===== config.mk =====
export PLATFORM = sky130hd
export DESIGN_NAME = gated_linear_envelope_ramp_flat
export DESIGN_NICKNAME = d
export VERILOG_FILES = /design/src/rtl/core/gler_pkg.sv /design/src/rtl/core/gler_ifs.sv /design/src/rtl/core/gler_csr.sv /design/src/rtl/core/gler_ramp.sv /design/src/rtl/core/gated_linear_envelope_ramp.sv /design/src/flat_wrapper.sv
export SDC_FILE = /design/constraint.sdc
export NUM_CORES = 1
export LEC_CHECK = 0
export ABC_AREA = 1
export BUFFER_PORTS_ARGS = -buffer_cell sky130_fd_sc_hd__buf_2
export CAP_MARGIN = 40
export CORE_UTILIZATION = 35
export DETAILED_ROUTE_END_ITERATION = 8
export PLACE_DENSITY_LB_ADDON = 0.12
export SYNTH_ARGS = -nofsm -noshare
export SYNTH_HDL_FRONTEND = slang
export SYNTH_SLANG_ARGS = --single-unit

===== constraint.sdc =====
create_clock -name clock -period 7.5 [get_ports clock]
set_input_delay 0.375 -clock clock [delete_from_list [all_inputs] [get_ports clock]]
set_output_delay 0.375 -clock clock [all_outputs]
set_load 0.02 [all_outputs]

===== src/rtl/core/gler_pkg.sv =====
// shared types and codes for the gated linear envelope ramp
package gler_pkg;

   // configuration register indexes
   localparam int unsigned CSR_INDEX_BITS = 3;
   localparam logic [CSR_INDEX_BITS-1:0] CSR_GATE_CHECK_ENABLE    = 3'd0;
   localparam logic [CSR_INDEX_BITS-1:0] CSR_GATE_INVERTED        = 3'd1;
   localparam logic [CSR_INDEX_BITS-1:0] CSR_TRIGGER_CHECK_ENABLE = 3'd2;
   localparam logic [CSR_INDEX_BITS-1:0] CSR_RAMP_DIRECTION       = 3'd3;
   localparam logic [CSR_INDEX_BITS-1:0] CSR_STEP_SIZE            = 3'd4;
   localparam logic [CSR_INDEX_BITS-1:0] CSR_BORDER_LEVEL         = 3'd5;

   // ramp direction codes (the fourth code holds, like DIR_HOLD)
   localparam logic [1:0] DIR_HOLD = 2'd0;
   localparam logic [1:0] DIR_UP   = 2'd1;
   localparam logic [1:0] DIR_DOWN = 2'd2;

   // stop cause codes
   localparam logic [1:0] CAUSE_RUNNING   = 2'd0;
   localparam logic [1:0] CAUSE_BORDER    = 2'd1;
   localparam logic [1:0] CAUSE_GATE_LOW  = 2'd2;
   localparam logic [1:0] CAUSE_RETRIGGER = 2'd3;

   // control bits from the register block to the datapath
   typedef struct packed {
      logic       gate_check_enable;
      logic       gate_inverted;
      logic       trigger_check_enable;
      logic [1:0] ramp_direction;
   } gler_cfg_type;

endpackage


===== src/rtl/core/gler_ifs.sv =====
// channel interfaces: request, response and register write

interface gler_req_if #(parameter int SAMPLE_BITS = 24);
   logic                          valid;
   logic                          ready;
   logic signed [SAMPLE_BITS-1:0] gate_level;
   logic signed [SAMPLE_BITS-1:0] trigger_level;
   logic                          load_level;
   logic signed [SAMPLE_BITS-1:0] new_level;
   modport source (output valid, gate_level, trigger_level, load_level, new_level,
                   input ready);
   modport sink   (input valid, gate_level, trigger_level, load_level, new_level,
                   output ready);
endinterface

interface gler_rsp_if #(parameter int SAMPLE_BITS = 24);
   logic                          valid;
   logic                          ready;
   logic signed [SAMPLE_BITS-1:0] wave_sample;
   logic                          wave_valid;
   logic [1:0]                    stop_cause;
   modport source (output valid, wave_sample, wave_valid, stop_cause, input ready);
   modport sink   (input valid, wave_sample, wave_valid, stop_cause, output ready);
endinterface

interface gler_csr_if #(parameter int SAMPLE_BITS = 24);
   logic                   valid;
   logic                   ready;
   logic [2:0]             index;
   logic [SAMPLE_BITS-1:0] data;
   modport source (output valid, index, data, input ready);
   modport sink   (input valid, index, data, output ready);
endinterface


===== src/rtl/core/gler_csr.sv =====
// configuration registers of the envelope ramp
module gler_csr
   import gler_pkg::*;
#(
   parameter int SAMPLE_BITS = 24
) (
   input  logic                          clock,
   input  logic                          reset,
   input  logic                          wr_valid,
   output logic                          wr_ready,
   input  logic [CSR_INDEX_BITS-1:0]     wr_index,
   input  logic [SAMPLE_BITS-1:0]        wr_data,
   output gler_cfg_type                  cfg,
   output logic [SAMPLE_BITS-2:0]        step_size,
   output logic signed [SAMPLE_BITS-1:0] border_level
);

   gler_cfg_type                  cfg_ff, cfg_in;
   logic [SAMPLE_BITS-2:0]        step_ff, step_in;
   logic signed [SAMPLE_BITS-1:0] border_ff, border_in;

   assign wr_ready = 1'b1;

   always_comb begin
      cfg_in    = cfg_ff;
      step_in   = step_ff;
      border_in = border_ff;
      if (wr_valid) begin
         case (wr_index)
            CSR_GATE_CHECK_ENABLE:    cfg_in.gate_check_enable    = wr_data[0];
            CSR_GATE_INVERTED:        cfg_in.gate_inverted        = wr_data[0];
            CSR_TRIGGER_CHECK_ENABLE: cfg_in.trigger_check_enable = wr_data[0];
            CSR_RAMP_DIRECTION:       cfg_in.ramp_direction       = wr_data[1:0];
            CSR_STEP_SIZE:            step_in   = wr_data[SAMPLE_BITS-2:0];
            CSR_BORDER_LEVEL:         border_in = $signed(wr_data);
            default: ;
         endcase
      end
   end

   always_ff @(posedge clock) begin
      if (reset) begin
         cfg_ff    <= '0;
         step_ff   <= '0;
         border_ff <= '0;
      end else begin
         cfg_ff    <= cfg_in;
         step_ff   <= step_in;
         border_ff <= border_in;
      end
   end

   assign cfg          = cfg_ff;
   assign step_size    = step_ff;
   assign border_level = border_ff;

endmodule


===== src/rtl/core/gler_ramp.sv =====
// ramp datapath: input register, gate/trigger checks, step and clamp, result register
module gler_ramp
   import gler_pkg::*;
#(
   parameter int SAMPLE_BITS    = 24,
   parameter int BORDER_EPSILON = 1
) (
   input  logic                          clock,
   input  logic                          reset,
   input  gler_cfg_type                  cfg,
   input  logic [SAMPLE_BITS-2:0]        step_size,
   input  logic signed [SAMPLE_BITS-1:0] border_level,
   input  logic                          in_valid,
   output logic                          in_ready,
   input  logic signed [SAMPLE_BITS-1:0] gate_level,
   input  logic signed [SAMPLE_BITS-1:0] trigger_level,
   input  logic                          load_level,
   input  logic signed [SAMPLE_BITS-1:0] new_level,
   output logic                          out_valid,
   input  logic                          out_ready,
   output logic signed [SAMPLE_BITS-1:0] wave_sample,
   output logic                          wave_valid,
   output logic [1:0]                    stop_cause
);

   localparam int SB = SAMPLE_BITS;
   localparam int EW = SAMPLE_BITS + 2;
   localparam logic signed [EW-1:0] EPS_W = EW'(BORDER_EPSILON);
   localparam logic signed [SB-1:0] SMAX  = {1'b0, {(SB-1){1'b1}}};
   localparam logic signed [SB-1:0] SMIN  = {1'b1, {(SB-1){1'b0}}};

   // input register
   logic                 in_valid_ff, in_valid_in;
   logic signed [SB-1:0] gate_ff, trig_ff, new_ff;
   logic                 load_ff;

   // ramp state
   logic signed [SB-1:0] level_ff, level_in;
   logic signed [SB-1:0] prev_ff, prev_in;

   // result register
   logic                 res_valid_ff, res_valid_in;
   logic signed [SB-1:0] sample_ff, sample_in;
   logic                 wvalid_ff, wvalid_in;
   logic [1:0]           cause_ff, cause_in;

   logic res_free, adv;

   // step arithmetic
   logic signed [SB:0]   up_sum, dn_sum;
   logic signed [SB-1:0] up_sat, dn_sat;
   logic signed [EW-1:0] up_ext, dn_ext, lo_bound, hi_bound;
   logic                 gate_high, gate_shut, rising;

   assign res_free = !res_valid_ff || out_ready;
   assign adv      = in_valid_ff && res_free;
   assign in_ready = !in_valid_ff || res_free;

   always_comb begin
      in_valid_in  = in_ready ? in_valid : in_valid_ff;
      res_valid_in = res_free ? in_valid_ff : res_valid_ff;
   end

   // gate at or above one half: sign clear and next bit set
   assign gate_high = !gate_ff[SB-1] && gate_ff[SB-2];
   assign gate_shut = cfg.gate_inverted ? gate_high : !gate_high;
   assign rising    = prev_ff < trig_ff;

   assign up_sum = {level_ff[SB-1], level_ff} + $signed({1'b0, 1'b0, step_size});
   assign dn_sum = {level_ff[SB-1], level_ff} - $signed({1'b0, 1'b0, step_size});

   // overflow when the two top bits differ
   always_comb begin
      if (up_sum[SB] != up_sum[SB-1]) up_sat = up_sum[SB] ? SMIN : SMAX;
      else                            up_sat = up_sum[SB-1:0];
      if (dn_sum[SB] != dn_sum[SB-1]) dn_sat = dn_sum[SB] ? SMIN : SMAX;
      else                            dn_sat = dn_sum[SB-1:0];
   end

   assign up_ext   = EW'(up_sat);
   assign dn_ext   = EW'(dn_sat);
   assign lo_bound = EW'(border_level) - EPS_W;
   assign hi_bound = EW'(border_level) + EPS_W;

   always_comb begin
      level_in  = level_ff;
      prev_in   = prev_ff;
      sample_in = '0;
      wvalid_in = 1'b0;
      cause_in  = CAUSE_RUNNING;
      if (load_ff) begin
         level_in = new_ff;
      end else if (cfg.gate_check_enable && gate_shut) begin
         cause_in = CAUSE_GATE_LOW;
      end else if (cfg.trigger_check_enable && rising) begin
         prev_in  = trig_ff;
         cause_in = CAUSE_RETRIGGER;
      end else begin
         if (cfg.trigger_check_enable) prev_in = trig_ff;
         wvalid_in = 1'b1;
         sample_in = level_ff;
         case (cfg.ramp_direction)
            DIR_UP: begin
               if (up_ext >= lo_bound) begin
                  level_in  = border_level;
                  sample_in = border_level;
                  cause_in  = CAUSE_BORDER;
               end else begin
                  level_in  = up_sat;
                  sample_in = up_sat;
               end
            end
            DIR_DOWN: begin
               if (dn_ext <= hi_bound) begin
                  level_in  = border_level;
                  sample_in = border_level;
                  cause_in  = CAUSE_BORDER;
               end else begin
                  level_in  = dn_sat;
                  sample_in = dn_sat;
               end
            end
            default: ;
         endcase
      end
   end

   always_ff @(posedge clock) begin
      if (reset) begin
         in_valid_ff  <= 1'b0;
         res_valid_ff <= 1'b0;
         level_ff     <= '0;
         prev_ff      <= '0;
      end else begin
         in_valid_ff  <= in_valid_in;
         res_valid_ff <= res_valid_in;
         if (adv) begin
            level_ff <= level_in;
            prev_ff  <= prev_in;
         end
      end
   end

   always_ff @(posedge clock) begin
      if (in_ready && in_valid) begin
         gate_ff <= gate_level;
         trig_ff <= trigger_level;
         load_ff <= load_level;
         new_ff  <= new_level;
      end
      if (adv) begin
         sample_ff <= sample_in;
         wvalid_ff <= wvalid_in;
         cause_ff  <= cause_in;
      end
   end

   assign out_valid   = res_valid_ff;
   assign wave_sample = sample_ff;
   assign wave_valid  = wvalid_ff;
   assign stop_cause  = cause_ff;

   a_reset_empty: assert property (@(posedge clock)
      reset |=> !in_valid_ff && !res_valid_ff)
      else $error("pipeline not empty after reset");

   a_no_sample_zero: assert property (@(posedge clock) disable iff (reset)
      res_valid_ff && !wvalid_ff |-> sample_ff == '0)
      else $error("suppressed sample is not zero");

   a_border_clamp: assert property (@(posedge clock) disable iff (reset)
      res_valid_ff && cause_ff == CAUSE_BORDER |-> wvalid_ff && sample_ff == level_ff)
      else $error("border result does not match clamped level");

   a_stop_no_sample: assert property (@(posedge clock) disable iff (reset)
      res_valid_ff && (cause_ff == CAUSE_GATE_LOW || cause_ff == CAUSE_RETRIGGER)
      |-> !wvalid_ff)
      else $error("sample produced on a stop");

   a_load_level: assert property (@(posedge clock) disable iff (reset)
      adv && load_ff |=> level_ff == $past(new_ff) && res_valid_ff)
      else $error("level load not taken");

endmodule


===== src/rtl/core/gated_linear_envelope_ramp.sv =====
// top level of the gated linear envelope ramp
//
//  channel   modport  fields                                             handshake
//  req_chan  sink     gate_level, trigger_level, load_level, new_level   valid/ready
//  rsp_chan  source   wave_sample, wave_valid, stop_cause                valid/ready
//  csr_chan  sink     index, data                                        valid/ready
//
// one request per cycle while responses are taken; each yields exactly one response
// the path: input register, then the step/clamp logic into the result register
// the result register parts the two sides, so a new request is taken while a response waits
// a stalled response backs up the input register only once it is also full
// synchronous reset empties both registers and clears level, trigger history and registers
module gated_linear_envelope_ramp
   import gler_pkg::*;
#(
   parameter int SAMPLE_BITS    = 24,
   parameter int BORDER_EPSILON = 1
) (
   input logic               clock,
   input logic               reset,
   gler_req_if.sink          req_chan,
   gler_rsp_if.source        rsp_chan,
   gler_csr_if.sink          csr_chan
);

   // control bits and levels from the register block
   gler_cfg_type                  cfg;
   logic [SAMPLE_BITS-2:0]        step_size;
   logic signed [SAMPLE_BITS-1:0] border_level;

   // the user sends register writes only while no transaction is in flight; not enforced here
   gler_csr #(
      .SAMPLE_BITS (SAMPLE_BITS)
   ) u_csr (
      .clock        (clock),
      .reset        (reset),
      .wr_valid     (csr_chan.valid),
      .wr_ready     (csr_chan.ready),
      .wr_index     (csr_chan.index),
      .wr_data      (csr_chan.data),
      .cfg          (cfg),
      .step_size    (step_size),
      .border_level (border_level)
   );

   // per-sample datapath: level load, gate and retrigger checks, saturating step, border clamp
   gler_ramp #(
      .SAMPLE_BITS    (SAMPLE_BITS),
      .BORDER_EPSILON (BORDER_EPSILON)
   ) u_ramp (
      .clock         (clock),
      .reset         (reset),
      .cfg           (cfg),
      .step_size     (step_size),
      .border_level  (border_level),
      .in_valid      (req_chan.valid),
      .in_ready      (req_chan.ready),
      .gate_level    (req_chan.gate_level),
      .trigger_level (req_chan.trigger_level),
      .load_level    (req_chan.load_level),
      .new_level     (req_chan.new_level),
      .out_valid     (rsp_chan.valid),
      .out_ready     (rsp_chan.ready),
      .wave_sample   (rsp_chan.wave_sample),
      .wave_valid    (rsp_chan.wave_valid),
      .stop_cause    (rsp_chan.stop_cause)
   );

endmodule

===== src/flat_wrapper.sv =====
// flat-port wrapper written by rule: the top's interface ports become plain ports
module gated_linear_envelope_ramp_flat import gler_pkg::*;
#(
   parameter int SAMPLE_BITS    = 24,
   parameter int BORDER_EPSILON = 1
)
  (clock, reset, req_chan_valid, req_chan_gate_level, req_chan_trigger_level, req_chan_load_level, req_chan_new_level, req_chan_ready, rsp_chan_valid, rsp_chan_wave_sample, rsp_chan_wave_valid, rsp_chan_stop_cause, rsp_chan_ready, csr_chan_valid, csr_chan_index, csr_chan_data, csr_chan_ready);
  gler_req_if #(.SAMPLE_BITS(SAMPLE_BITS)) req_chan_i ();
  gler_rsp_if #(.SAMPLE_BITS(SAMPLE_BITS)) rsp_chan_i ();
  gler_csr_if #(.SAMPLE_BITS(SAMPLE_BITS)) csr_chan_i ();
  input logic clock;
  input logic reset;
  input wire logic [$bits(req_chan_i.valid)-1:0] req_chan_valid;
  input wire logic [$bits(req_chan_i.gate_level)-1:0] req_chan_gate_level;
  input wire logic [$bits(req_chan_i.trigger_level)-1:0] req_chan_trigger_level;
  input wire logic [$bits(req_chan_i.load_level)-1:0] req_chan_load_level;
  input wire logic [$bits(req_chan_i.new_level)-1:0] req_chan_new_level;
  output wire logic [$bits(req_chan_i.ready)-1:0] req_chan_ready;
  output wire logic [$bits(rsp_chan_i.valid)-1:0] rsp_chan_valid;
  output wire logic [$bits(rsp_chan_i.wave_sample)-1:0] rsp_chan_wave_sample;
  output wire logic [$bits(rsp_chan_i.wave_valid)-1:0] rsp_chan_wave_valid;
  output wire logic [$bits(rsp_chan_i.stop_cause)-1:0] rsp_chan_stop_cause;
  input wire logic [$bits(rsp_chan_i.ready)-1:0] rsp_chan_ready;
  input wire logic [$bits(csr_chan_i.valid)-1:0] csr_chan_valid;
  input wire logic [$bits(csr_chan_i.index)-1:0] csr_chan_index;
  input wire logic [$bits(csr_chan_i.data)-1:0] csr_chan_data;
  output wire logic [$bits(csr_chan_i.ready)-1:0] csr_chan_ready;
  assign req_chan_i.valid = req_chan_valid;
  assign req_chan_i.gate_level = req_chan_gate_level;
  assign req_chan_i.trigger_level = req_chan_trigger_level;
  assign req_chan_i.load_level = req_chan_load_level;
  assign req_chan_i.new_level = req_chan_new_level;
  assign req_chan_ready = req_chan_i.ready;
  assign rsp_chan_valid = rsp_chan_i.valid;
  assign rsp_chan_wave_sample = rsp_chan_i.wave_sample;
  assign rsp_chan_wave_valid = rsp_chan_i.wave_valid;
  assign rsp_chan_stop_cause = rsp_chan_i.stop_cause;
  assign rsp_chan_i.ready = rsp_chan_ready;
  assign csr_chan_i.valid = csr_chan_valid;
  assign csr_chan_i.index = csr_chan_index;
  assign csr_chan_i.data = csr_chan_data;
  assign csr_chan_ready = csr_chan_i.ready;
  gated_linear_envelope_ramp #(.SAMPLE_BITS(SAMPLE_BITS), .BORDER_EPSILON(BORDER_EPSILON)) u_core (.clock(clock), .reset(reset), .req_chan(req_chan_i), .rsp_chan(rsp_chan_i), .csr_chan(csr_chan_i));
endmodule

==> metrics.yaml, run 1 <==
timing:
  fin_hold_ws_ns: 0.0912
  fin_tns_setup_ns: 0
  layout_worst_path_cycle_share: 0.677
  layout_min_cycle_time_ns: 5.07
  grt_setup_unrepaired: "false"
  slew_violations: 0
  fin_ws_ns: 2.43
  worstMarginPinSlew_ns: 0.845
  finalClockSkew_ns: 0.0212
  setup_violations: 0
  max-slew-margin-rel: 0.436
  hold_viol: 0
  max_clock_freq_mhz: 197
global_route:
  grtUsageTotal: 0.232
  antenna_found_initial: 3
  global_route.overflow_total: 0
  grt_max_degree: 59
  grt_pass1_vias: 12116
  grt_first_pass_wirelength_mm: 71.0
layout:
  area_growth_pct: 9.89
  final_cells: 2516
  antenna_cells: 0
  drive_above_1_share: 0.127
  fin_util: 0.392
  fin_nets: 2215
  final_area_sq_mm: 0.0152
routing:
  ant_nets: 0
  drtIter0Drc: 861
  vias_per_cell: 4.99
  routed.top_layer: "met5"
  via_count: 12548
  wirelength_mm: 45.9
  dr_wl_met2_mm: 20.5
  dr.pass1.iters: 5
  wl_met1_mm: 22.0
  wl_per_cell_um: 18.3
  drcViolationCount: 0
  met3_length_mm: 2.33
pwr:
  power.switching_mw: 1.21
  switching_share: 0.379
  clockPowerShare: 0.309
  power_frac_seq: 0.347
  cell_internal_pwr_mw: 1.99
  ir_worst_vdd_mv: 0.170
  power_leakage_nw: 7.21
  comb_power_share: 0.345
  fin_total_pwr_mw: 3.20
  power_density_mw_per_mm2: 210
clocking:
  cts_root_buffer: "clkbuf_16"
  clock_sinks: 180
  path_clk_slew_ns: 0.07
  ctsHoldBuffers: 0
  cts_tree: "done"
  clk_latency_ns: 0.47
  ctsResizeCount: 0
  htreeDepth: 4
  cts.path.max_buffers: 2
  cts_setup_buffers: 0
  cts_made_buffers: 17
synthesis:
  yosysTopAreaCellShare: 0.169
  async_reset_ff_frac: 0
  yosys.area.top_type: "edfxtp_1"
  synthTopCellsByArea: "edfxtp_1 17%, dfxtp_1 15%, nand2_1 13%"
  ys_ff_latch: 180
  synth_most_common_cell: "nand2_1"
  synth_cells: 1920
  synth_seq_area_share: 0.316
  synth_edf_count: 78
  synth_fp_nets: 2150
  synth.cell_area_sq_mm: 0.0139
  synth_common_cells: "464 x nand2_1, 269 x inv_1, 182 x a21oi_1"
  ys.warnings.count: 0
  ys.flop_type: "dfxtp_1"
  synth.avg_cell_area_sq_um: 7.22
  ys_types: 58
run:
  maxCapViolations: 0
floorplan:
  fp.coreArea_sq_mm: 0.0388
  initial_core_util: 0.357
  ios: 135
  die_w_um: 201
  die_area_sq_mm: 0.0404
  row_count: 72
  die_h_um: 201
setup_path:
  critPathMaxFanout: 25
  worst_path_max_delay_cell: "nand2_1"
  startpoint_type: "flop"
  reg2reg_depth: 33
  cp_data_required_time_ns: 7.86
  cpPeakStageDelay_ns: 0.59
  crit_type: "flop to flop"
  crit_top_cell: "nand2_1"
  cp-end-kind: "flop"
  critPathArrivalTime_ns: 5.43
place:
  numPortBuffers: 111
  place_area_sq_mm: 0.0146
  dpl.hpwl_mm: 36.9
  dpl_worst_slack_ns: 2.40
  dp_cells: 2484
  gp_routability_congestion: 0.994
hold_path:
  hp-class: "primary input to flop"
  hold_depth: 1
outcome:
  outcome: "completed"
## sequential cells by signal, summed over array words and instances, names as in the netlist
| signal | flops |
|---|---|
| u_core.u_ramp.out_valid | 1 |
| u_core.u_ramp.stop_cause | 2 |
| u_core.u_ramp.prev_ff | 24 |
| u_core.u_ramp.in_valid_ff | 1 |
| u_core.u_ramp.wave_valid | 1 |
| u_core.u_csr.step_size | 23 |
| u_core.u_csr.border_level | 24 |
| u_core.u_csr.cfg | 5 |
| u_core.u_ramp.trig_ff | 24 |
| u_core.u_ramp.load_ff | 1 |
| u_core.u_ramp.level_ff | 24 |
| u_core.u_ramp.new_ff | 24 |
| u_core.u_ramp.wave_sample | 24 |
| u_core.u_ramp.gate_ff | 2 |
## final cells by class
class / count / area, sq um
inverters: 283 / 1060
fillers: 4177 / 23600
well taps: 518 / 648
flip-flops and latches: 180 / 4380
clock buffers: 19 / 433
repair buffers: 123 / 696
multi-input cells: 1380 / 7820
clock inverters: 13 / 180
## cell usage in the layout, fill, tap and decap left out, types with 4 or more instances in the layout
cell type / Yosys / final
nand2_1: 464 / 464
inv_1: 269 / 268
a21oi_1: 182 / 182
nor2_1: 181 / 181
ha_1: 123 / 123
nand3_1: 118 / 118
buf_2: 5 / 110
dfxtp_1: 102 / 102
edfxtp_1: 78 / 78
xor2_1: 61 / 61
a211oi_1: 47 / 47
or2_2: 26 / 26
nand4_1: 24 / 24
o21ai_0: 23 / 23
nor3_1: 17 / 17
clkbuf_16: 0 / 17
nand2_2: 13 / 13
inv_2: 12 / 13
nor2_2: 12 / 12
a21oi_2: 12 / 12
buf_4: 9 / 9
o21bai_1: 8 / 8
nor4_1: 7 / 7
nand3_2: 6 / 6
a31oi_1: 6 / 6
xnor2_1: 6 / 6
nand3b_1: 5 / 5
nor3_2: 5 / 5
bufinv_16: 0 / 4
## routing by layer
layer / global-route usage / vias to the layer above
li1: - / 6360
met1: 0.320 / 5789
met2: 0.368 / 348
met3: 0.0373 / 47
met4: 0.0744 / 4
met5: 0 / -
## worst max-delay path: cells and delay by family, from the launching register on
kind,cells,cell delay [ns]
simple gates,23,2.86
fa+ha+maj,3,0.90
flops,1,0.42
buf+inv,5,0.42
compound gates,2,0.37
## path summary, 6_finish.rpt
kind / end / slack, ns / start
max: u_core.u_ramp.level_ff[20]$_SDFFE_PP0P_ / 2.43 / u_core.u_csr.step_size[0]$_SDFFE_PP0P_
min: u_core.u_ramp.new_ff[23]$_DFFE_PP_ / 0.09 / req_chan_new_level[23]
max reg2reg: u_core.u_ramp.level_ff[20]$_SDFFE_PP0P_ / 2.43 / u_core.u_csr.step_size[0]$_SDFFE_PP0P_
min reg2reg: u_core.u_ramp.prev_ff[0]$_SDFFE_PP0P_ / 0.46 / u_core.u_ramp.prev_ff[0]$_SDFFE_PP0P_
## power groups by stage
stage               Clock (mW)  Combinational (mW)  Sequential [mW]
floorplan                    0               0.802             1.12
global placement             0                1.09             1.13
detailed placement           0                1.10             1.13
CTS                       1.02                1.11             1.11
global route              1.05                1.25             1.12
finish                   0.989                1.10             1.11
## cell families after synthesis
group / synth area share
buf+inv: 0.119
compound gates: 0.122
other cells: 0.000271
simple gates: 0.286
flops: 0.316
xor+xnor: 0.0424
fa+ha+maj: 0.114
(Power assumes the default switching activity.)
==> inputs of run 2 (changes only) <==
==> constraint.sdc (replaced) <==
create_clock -name clock -period 4.14 [get_ports clock]
set_input_delay 0.207 -clock clock [delete_from_list [all_inputs] [get_ports clock]]
set_output_delay 0.207 -clock clock [all_outputs]
set_load 0.02 [all_outputs]
==> run 2 against run 1 <==
Net effect: the run now ends with setup timing left; maximum frequency up 20%; power rose by 130%; critical path type unchanged; critical path depth unchanged; routed wire length grew 30%.
==> metrics.yaml, run 2 (synthesis results as in run 1) <==
clocking:
  cts.path.max_buffers: 2  # unchanged
  clock_sinks: 180  # unchanged
  path_clk_slew_ns: 0.08  # was 0.07 ns
  clk_latency_ns: 0.52  # was 0.47 ns
  cts_root_buffer: "clkbuf_16"  # unchanged
  htreeDepth: 4  # unchanged
  cts_made_buffers: 17  # unchanged
  cts_tree: "done"  # unchanged
layout:
  drive_above_1_share: 0.431  # was 0.127
  fin_nets: 2707  # was 2215
  antenna_cells: 0  # unchanged
  mostFrequentLayoutCell: "buf_4"  # was nand2_1
  final_area_sq_mm: 0.0219  # was 0.0152 sq mm
  layout_common_cells: "383 x buf_4, 350 x nand2_1, 245 x inv_1"  # was 464 x nand2_1, 268 x inv_1, 182 x a21oi_1
  area_growth_pct: 57.8  # was 9.89%
  fillers: 3622  # was 4177
routing:
  wirelength_mm: 59.6  # was 45.9 mm
  vias_per_cell: 4.97  # was 4.99
  ant_nets: 0  # unchanged
  via_count: 14940  # was 12548
  drtIter0Drc: 1024  # was 861
  wl_per_cell_um: 19.8  # was 18.3 um
  dr.pass1.iters: 5  # unchanged
  drcViolationCount: 0  # unchanged
timing:
  finalClockSkew_ns: 0.0202  # was 0.0212 ns
  grt_setup_unrepaired: "true"  # was false
  fin_ws_ns: -0.0989  # was 2.43 ns
  layout_min_cycle_time_ns: 4.24  # was 5.07 ns
  setup_violations: 30  # was 0
  hold_viol: 0  # unchanged
  worstMarginPinSlew_ns: 0.900  # was 0.845 ns
  fin_tns_setup_ns: -1.03  # was 0 ns
  max_clock_freq_mhz: 236  # was 197 MHz
  slew_violations: 0  # unchanged
  max-slew-margin-rel: 0.400  # was 0.436
  layout_worst_path_cycle_share: 1.02  # was 0.677
global_route:
  global_route.overflow_total: 0  # unchanged
  grtUsageTotal: 0.288  # was 0.232
  grt_max_degree: 68  # was 59
  grt_first_pass_wirelength_mm: 86.3  # was 71.0 mm
  antenna_found_initial: 0  # was 3
  grt_pass1_vias: 14320  # was 12116
pwr:
  clockPowerShare: 0.229  # was 0.309
  power_frac_seq: 0.271  # was 0.347
  ir_worst_vdd_mv: 0.396  # was 0.170 mV
  power.switching_mw: 3.01  # was 1.21 mW
  cell_internal_pwr_mw: 4.40  # was 1.99 mW
  power_leakage_nw: 10.2  # was 7.21 nW
  switching_share: 0.406  # was 0.379
  comb_power_share: 0.500  # was 0.345
  power_density_mw_per_mm2: 339  # was 210 mW/mm^2
place:
  dpl_worst_slack_ns: -0.534  # was 2.40 ns
  gp_routability_congestion: 0.995  # was 0.994
  dpl.hpwl_mm: 44.5  # was 36.9 mm
  place_area_sq_mm: 0.0172  # was 0.0146 sq mm
  numPortBuffers: 111  # unchanged
floorplan:
  die_area_sq_mm: 0.0404  # unchanged
  die_w_um: 201  # unchanged
  initial_core_util: 0.357  # unchanged
  die_h_um: 201  # unchanged
  row_count: 72  # unchanged
  fp.coreArea_sq_mm: 0.0388  # unchanged
  ios: 135  # unchanged
setup_path:
  worst_path_max_delay_cell: "dfxtp_2"  # was nand2_1
  critPathArrivalTime_ns: 4.48  # was 5.43 ns
  cp_data_required_time_ns: 4.38  # was 7.86 ns
  crit_type: "flop to flop"  # unchanged
  startpoint_type: "flop"  # unchanged
  critPathMaxFanout: 6  # was 25
  cpPeakStageDelay_ns: 0.33  # was 0.59 ns
  crit_top_cell: "nand2_1"  # unchanged
  cp-end-kind: "flop"  # unchanged
hold_path:
  hp-class: "primary input to flop"  # unchanged
outcome:
  outcome: "finished, violations left"  # was completed
  violations: "setup timing"
run:
  maxCapViolations: 0  # unchanged
[run 2: what timing repair did]
item | 4_1_cts | 5_1_grt
gates cloned | 5 | 6
pin swaps | 81 | 157
endpoints found under the setup margin | 49 | 49
hold buffers | 75 | 0
setup buffers | 39 | 39
gates resized for setup | 240 | 346
hold endpoints to repair | 80 | 0
[run 2: final timing paths]
path                                           startpoint                                         end  slack [ns]  cells after the start
setup / recovery  u_core.u_csr.step_size[12]$_SDFFE_PP0P_  u_core.u_ramp.wave_sample[1]$_SDFFCE_PP0P_        -0.1                     33
hold / removal                           csr_chan_data[7]   u_core.u_csr.border_level[7]$_SDFFE_PP0P_        0.04                      3
setup reg to reg  u_core.u_csr.step_size[12]$_SDFFE_PP0P_  u_core.u_ramp.wave_sample[1]$_SDFFCE_PP0P_        -0.1                     33
hold reg to reg     u_core.u_ramp.prev_ff[0]$_SDFFE_PP0P_       u_core.u_ramp.prev_ff[0]$_SDFFE_PP0P_        0.47                      2
[run 2: metal layers]
metal  vias to the layer above  part of all wire  wire length [um]  GRT usage
met3                       118             0.055              3300     0.0523
met2                       461              0.46             27300      0.465
met4                         0             0.041              2450      0.111
li1                       7337                 -                 -          -
met1                      7024              0.45             26600      0.382
met5                         -                 0                 0          0
[run 2: critical path, delay by kind of cell, from the launching register on]
| kind | cells | cell delay (ns) |
|---|---|---|
| flip-flops | 1 | 0.33 |
| AO/OA/AOI/OAI | 4 | 0.61 |
| AND/OR/NAND/NOR | 19 | 1.55 |
| adder cells (fa/ha/maj) | 2 | 0.40 |
| buffers and inverters | 8 | 1.07 |
[run 2: stage by stage]
step	hold WS [ns]	total power [mW]	util	cells
2_1_floorplan	0.306	3.49	-	1920
3_3_place_gp	0.383	4.61	0.440	2813
3_5_place_dp	0.385	4.63	0.442	2816
4_1_cts	0.000458	6.77	0.516	2967
5_1_grt	0.0152	7.80	0.563	3008
6_report	0.0368	7.41	0.563	3008
[run 2: power by group through the flow]
stage                     Combinational, mW  Clock, mW  Sequential (mW)
after floorplan                        1.45          0             2.04
after global placement                 2.57          0             2.04
after detailed placement               2.60          0             2.03
after CTS                              3.02       1.74             2.00
after global routing                   3.99       1.80             2.02
final                                  3.70       1.70             2.01
[run 2: cell type report]
cell class	count	area, sq um	share of cell area
multi-input combinational	1380	10200	0.466
timing repair buffer	612	4900	0.224
inverter	283	1080	0.0495
clock buffer	19	443	0.0203
sequential	180	4420	0.202
tap	518	648	0.0297
timing repair inverter	3	33.8	0.00155
clock inverter	13	144	0.00658
==> inputs of run 3 (changes only) <==
--- a/config.mk
+++ b/config.mk
@@ -10,7 +10,7 @@
 export CAP_MARGIN = 40
 export CORE_UTILIZATION = 35
 export DETAILED_ROUTE_END_ITERATION = 8
-export PLACE_DENSITY_LB_ADDON = 0.12
+export PLACE_DENSITY = 0.52
 export SYNTH_ARGS = -nofsm -noshare
 export SYNTH_HDL_FRONTEND = slang
 export SYNTH_SLANG_ARGS = --single-unit
==> run 3 against run 2 <==
Net effect: the run still ends with setup timing left; power down 8.9%; clock-buffer cell count is 2 lower; global-route usage down 1.4 points; sequential cell count is the same; utilization down 4.2 points; clock power is 4% lower; worst hold slack worse by 0.0097 ns; largest power group unchanged.
==> metrics.yaml, run 3 (synthesis results as in run 1) <==
layout:
  mostFrequentLayoutCell: "nand2_1"  # was buf_4
  area_growth_pct: 45.9  # was 57.8%
  antenna_cells: 0  # unchanged
  final_area_sq_mm: 0.0202  # was 0.0219 sq mm
  fin_nets: 2657  # was 2707
  fin_util: 0.521  # was 0.563
  fillers: 3789  # was 3622
  final_cells: 2958  # was 3008
  drive_above_1_share: 0.352  # was 0.431
  layout_common_cells: "407 x nand2_1, 362 x buf_4, 262 x inv_1"  # was 383 x buf_4, 350 x nand2_1, 245 x inv_1
pwr:
  power_density_mw_per_mm2: 334  # was 339 mW/mm^2
  power_leakage_nw: 9.59  # was 10.2 nW
  fin_total_pwr_mw: 6.75  # was 7.41 mW
  cell_internal_pwr_mw: 4.10  # was 4.40 mW
  power_frac_seq: 0.296  # was 0.271
  switching_share: 0.393  # was 0.406
  power.switching_mw: 2.65  # was 3.01 mW
  comb_power_share: 0.461  # was 0.500
  clockPowerShare: 0.243  # was 0.229
  ir_worst_vdd_mv: 0.434  # was 0.396 mV
floorplan:
  die_area_sq_mm: 0.0404  # unchanged
  ios: 135  # unchanged
  initial_core_util: 0.357  # unchanged
  fp.coreArea_sq_mm: 0.0388  # unchanged
  die_w_um: 201  # unchanged
  die_h_um: 201  # unchanged
  row_count: 72  # unchanged
clocking:
  htreeDepth: 4  # unchanged
  cts.path.max_buffers: 2  # unchanged
  clock_sinks: 180  # unchanged
  cts_tree: "done"  # unchanged
  path_clk_slew_ns: 0.08  # about the same
  clk_latency_ns: 0.51  # was 0.52 ns
  cts_made_buffers: 17  # unchanged
  cts_root_buffer: "clkbuf_16"  # unchanged
global_route:
  grt_pass1_vias: 14096  # was 14320
  global_route.overflow_total: 0  # unchanged
  grt_first_pass_wirelength_mm: 82.8  # was 86.3 mm
  grtUsageTotal: 0.275  # was 0.288
  grt_max_degree: 50  # was 68
  antenna_found_initial: 1  # was 0
timing:
  max_clock_freq_mhz: 230  # was 236 MHz
  setup_violations: 47  # was 30
  fin_ws_ns: -0.202  # was -0.0989 ns
  layout_min_cycle_time_ns: 4.34  # was 4.24 ns
  slew_violations: 0  # unchanged
  worstMarginPinSlew_ns: 0.869  # was 0.900 ns
  hold_viol: 0  # unchanged
  grt_setup_unrepaired: "true"  # unchanged
  fin_hold_ws_ns: 0.0271  # was 0.0368 ns
  finalClockSkew_ns: 0.0230  # was 0.0202 ns
  layout_worst_path_cycle_share: 1.05  # was 1.02
  max-slew-margin-rel: 0.421  # was 0.400
setup_path:
  crit_type: "flop to flop"  # unchanged
  cp_data_required_time_ns: 4.38  # about the same
  critPathArrivalTime_ns: 4.58  # was 4.48 ns
  worst_path_max_delay_cell: "dfxtp_2"  # unchanged
  cp-end-kind: "flop"  # unchanged
  crit_top_cell: "nand2_2"  # was nand2_1
  cpPeakStageDelay_ns: 0.35  # was 0.33 ns
  critPathMaxFanout: 6  # unchanged
  startpoint_type: "flop"  # unchanged
routing:
  wirelength_mm: 54.9  # was 59.6 mm
  ant_nets: 0  # unchanged
  wl_per_cell_um: 18.6  # was 19.8 um
  drcViolationCount: 0  # unchanged
  vias_per_cell: 4.86  # was 4.97
  drtIter0Drc: 937  # was 1024
  via_count: 14377  # was 14940
  dr.pass1.iters: 5  # unchanged
run:
  maxCapViolations: 0  # unchanged
place:
  place_area_sq_mm: 0.0173  # was 0.0172 sq mm
  numPortBuffers: 111  # unchanged
  gp_routability_congestion: 0.970  # was 0.995
  dpl.hpwl_mm: 42.9  # was 44.5 mm
  dp_cells: 2833  # was 2816
hold_path:
  hp-class: "primary input to flop"  # unchanged
outcome:
  outcome: "finished, violations left"  # unchanged
  violations: "setup timing"  # unchanged
[run 3: cell types whose count changed in the layout (fill, tap and decap cells not counted), moves of 16 or more]
cell	before	now
nand2_1	350	407
ha_4	42	24
nand2_4	30	12
a21oi_4	34	18
dfxtp_2	29	7
buf_4	383	362
dfxtp_1	73	95
nand2_2	97	59
nor2_4	30	13
a21oi_1	126	150
inv_1	245	262
inv_2	34	18
[run 3: routing by layer]
layer  track usage  vias up  routed length, um
li1              -     7241                  -
met1         0.382     6659              26000
met2         0.433      393              24300
met3        0.0404       84               2960
met4        0.0935        0               1640
met5             0        -                  0
[run 3: path summary, 6_finish.rpt]
kind	slack (ns)	from	to	cells after the start
setup / recovery	-0.20	u_core.u_csr.border_level[0]$_SDFFE_PP0P_	u_core.u_ramp.wave_sample[2]$_SDFFCE_PP0P_	28
hold / removal	0.03	csr_chan_data[18]	u_core.u_csr.step_size[18]$_SDFFE_PP0P_	3
setup reg to reg	-0.20	u_core.u_csr.border_level[0]$_SDFFE_PP0P_	u_core.u_ramp.wave_sample[2]$_SDFFCE_PP0P_	28
hold reg to reg	0.47	u_core.u_ramp.prev_ff[0]$_SDFFE_PP0P_	u_core.u_ramp.prev_ff[0]$_SDFFE_PP0P_	2
[run 3: timing repair]
action / in CTS / in global routing
setup buffers: 12 / 15
hold endpoints to repair: 61 / 0
pin swaps: 30 / 52
resized for setup: 171 / 145
endpoints found under the setup margin: 49 / 49
hold buffers: 61 / 0
gates cloned: 4 / 1
[run 3: layout make-up]
type	count	area, sq um	share of cell area
Multi-Input combinational cell	1380	9100	0.450
Timing Repair Buffer	565	4430	0.219
Sequential cell	180	4390	0.217
Inverter	283	1080	0.0533
Tap cell	518	648	0.0321
Clock buffer	17	425	0.0210
Clock inverter	15	145	0.00718
[run 3: critical path, delay by kind of cell (launching register included)]
family | cells | cell delay (ns)
adder cells (fa/ha/maj) | 1 | 0.31
XOR/XNOR | 1 | 0.17
AND/OR/NAND/NOR | 20 | 2.47
flip-flops | 1 | 0.35
AO/OA/AOI/OAI | 1 | 0.16
buffers and inverters | 5 | 0.61
[run 3: metrics by stage]
step	setup slack [ns]	TNS, ns
after global placement	-0.598	-18.37
after floorplan	0.360	0
after global routing	-0.491	-20.09
after detailed placement	-0.541	-16.84
after CTS	-0.142	-3.24
final	-0.202	-6.67
[run 3: power by group through the flow]
stage	Combinational, mW	Clock (mW)	Sequential [mW]
2_1_floorplan	1.45	0	2.04
3_3_place_gp	2.62	0	2.02
3_5_place_dp	2.64	0	2.02
4_1_cts	2.90	1.69	1.99
5_1_grt	3.41	1.75	2.00
6_report	3.11	1.64	1.99
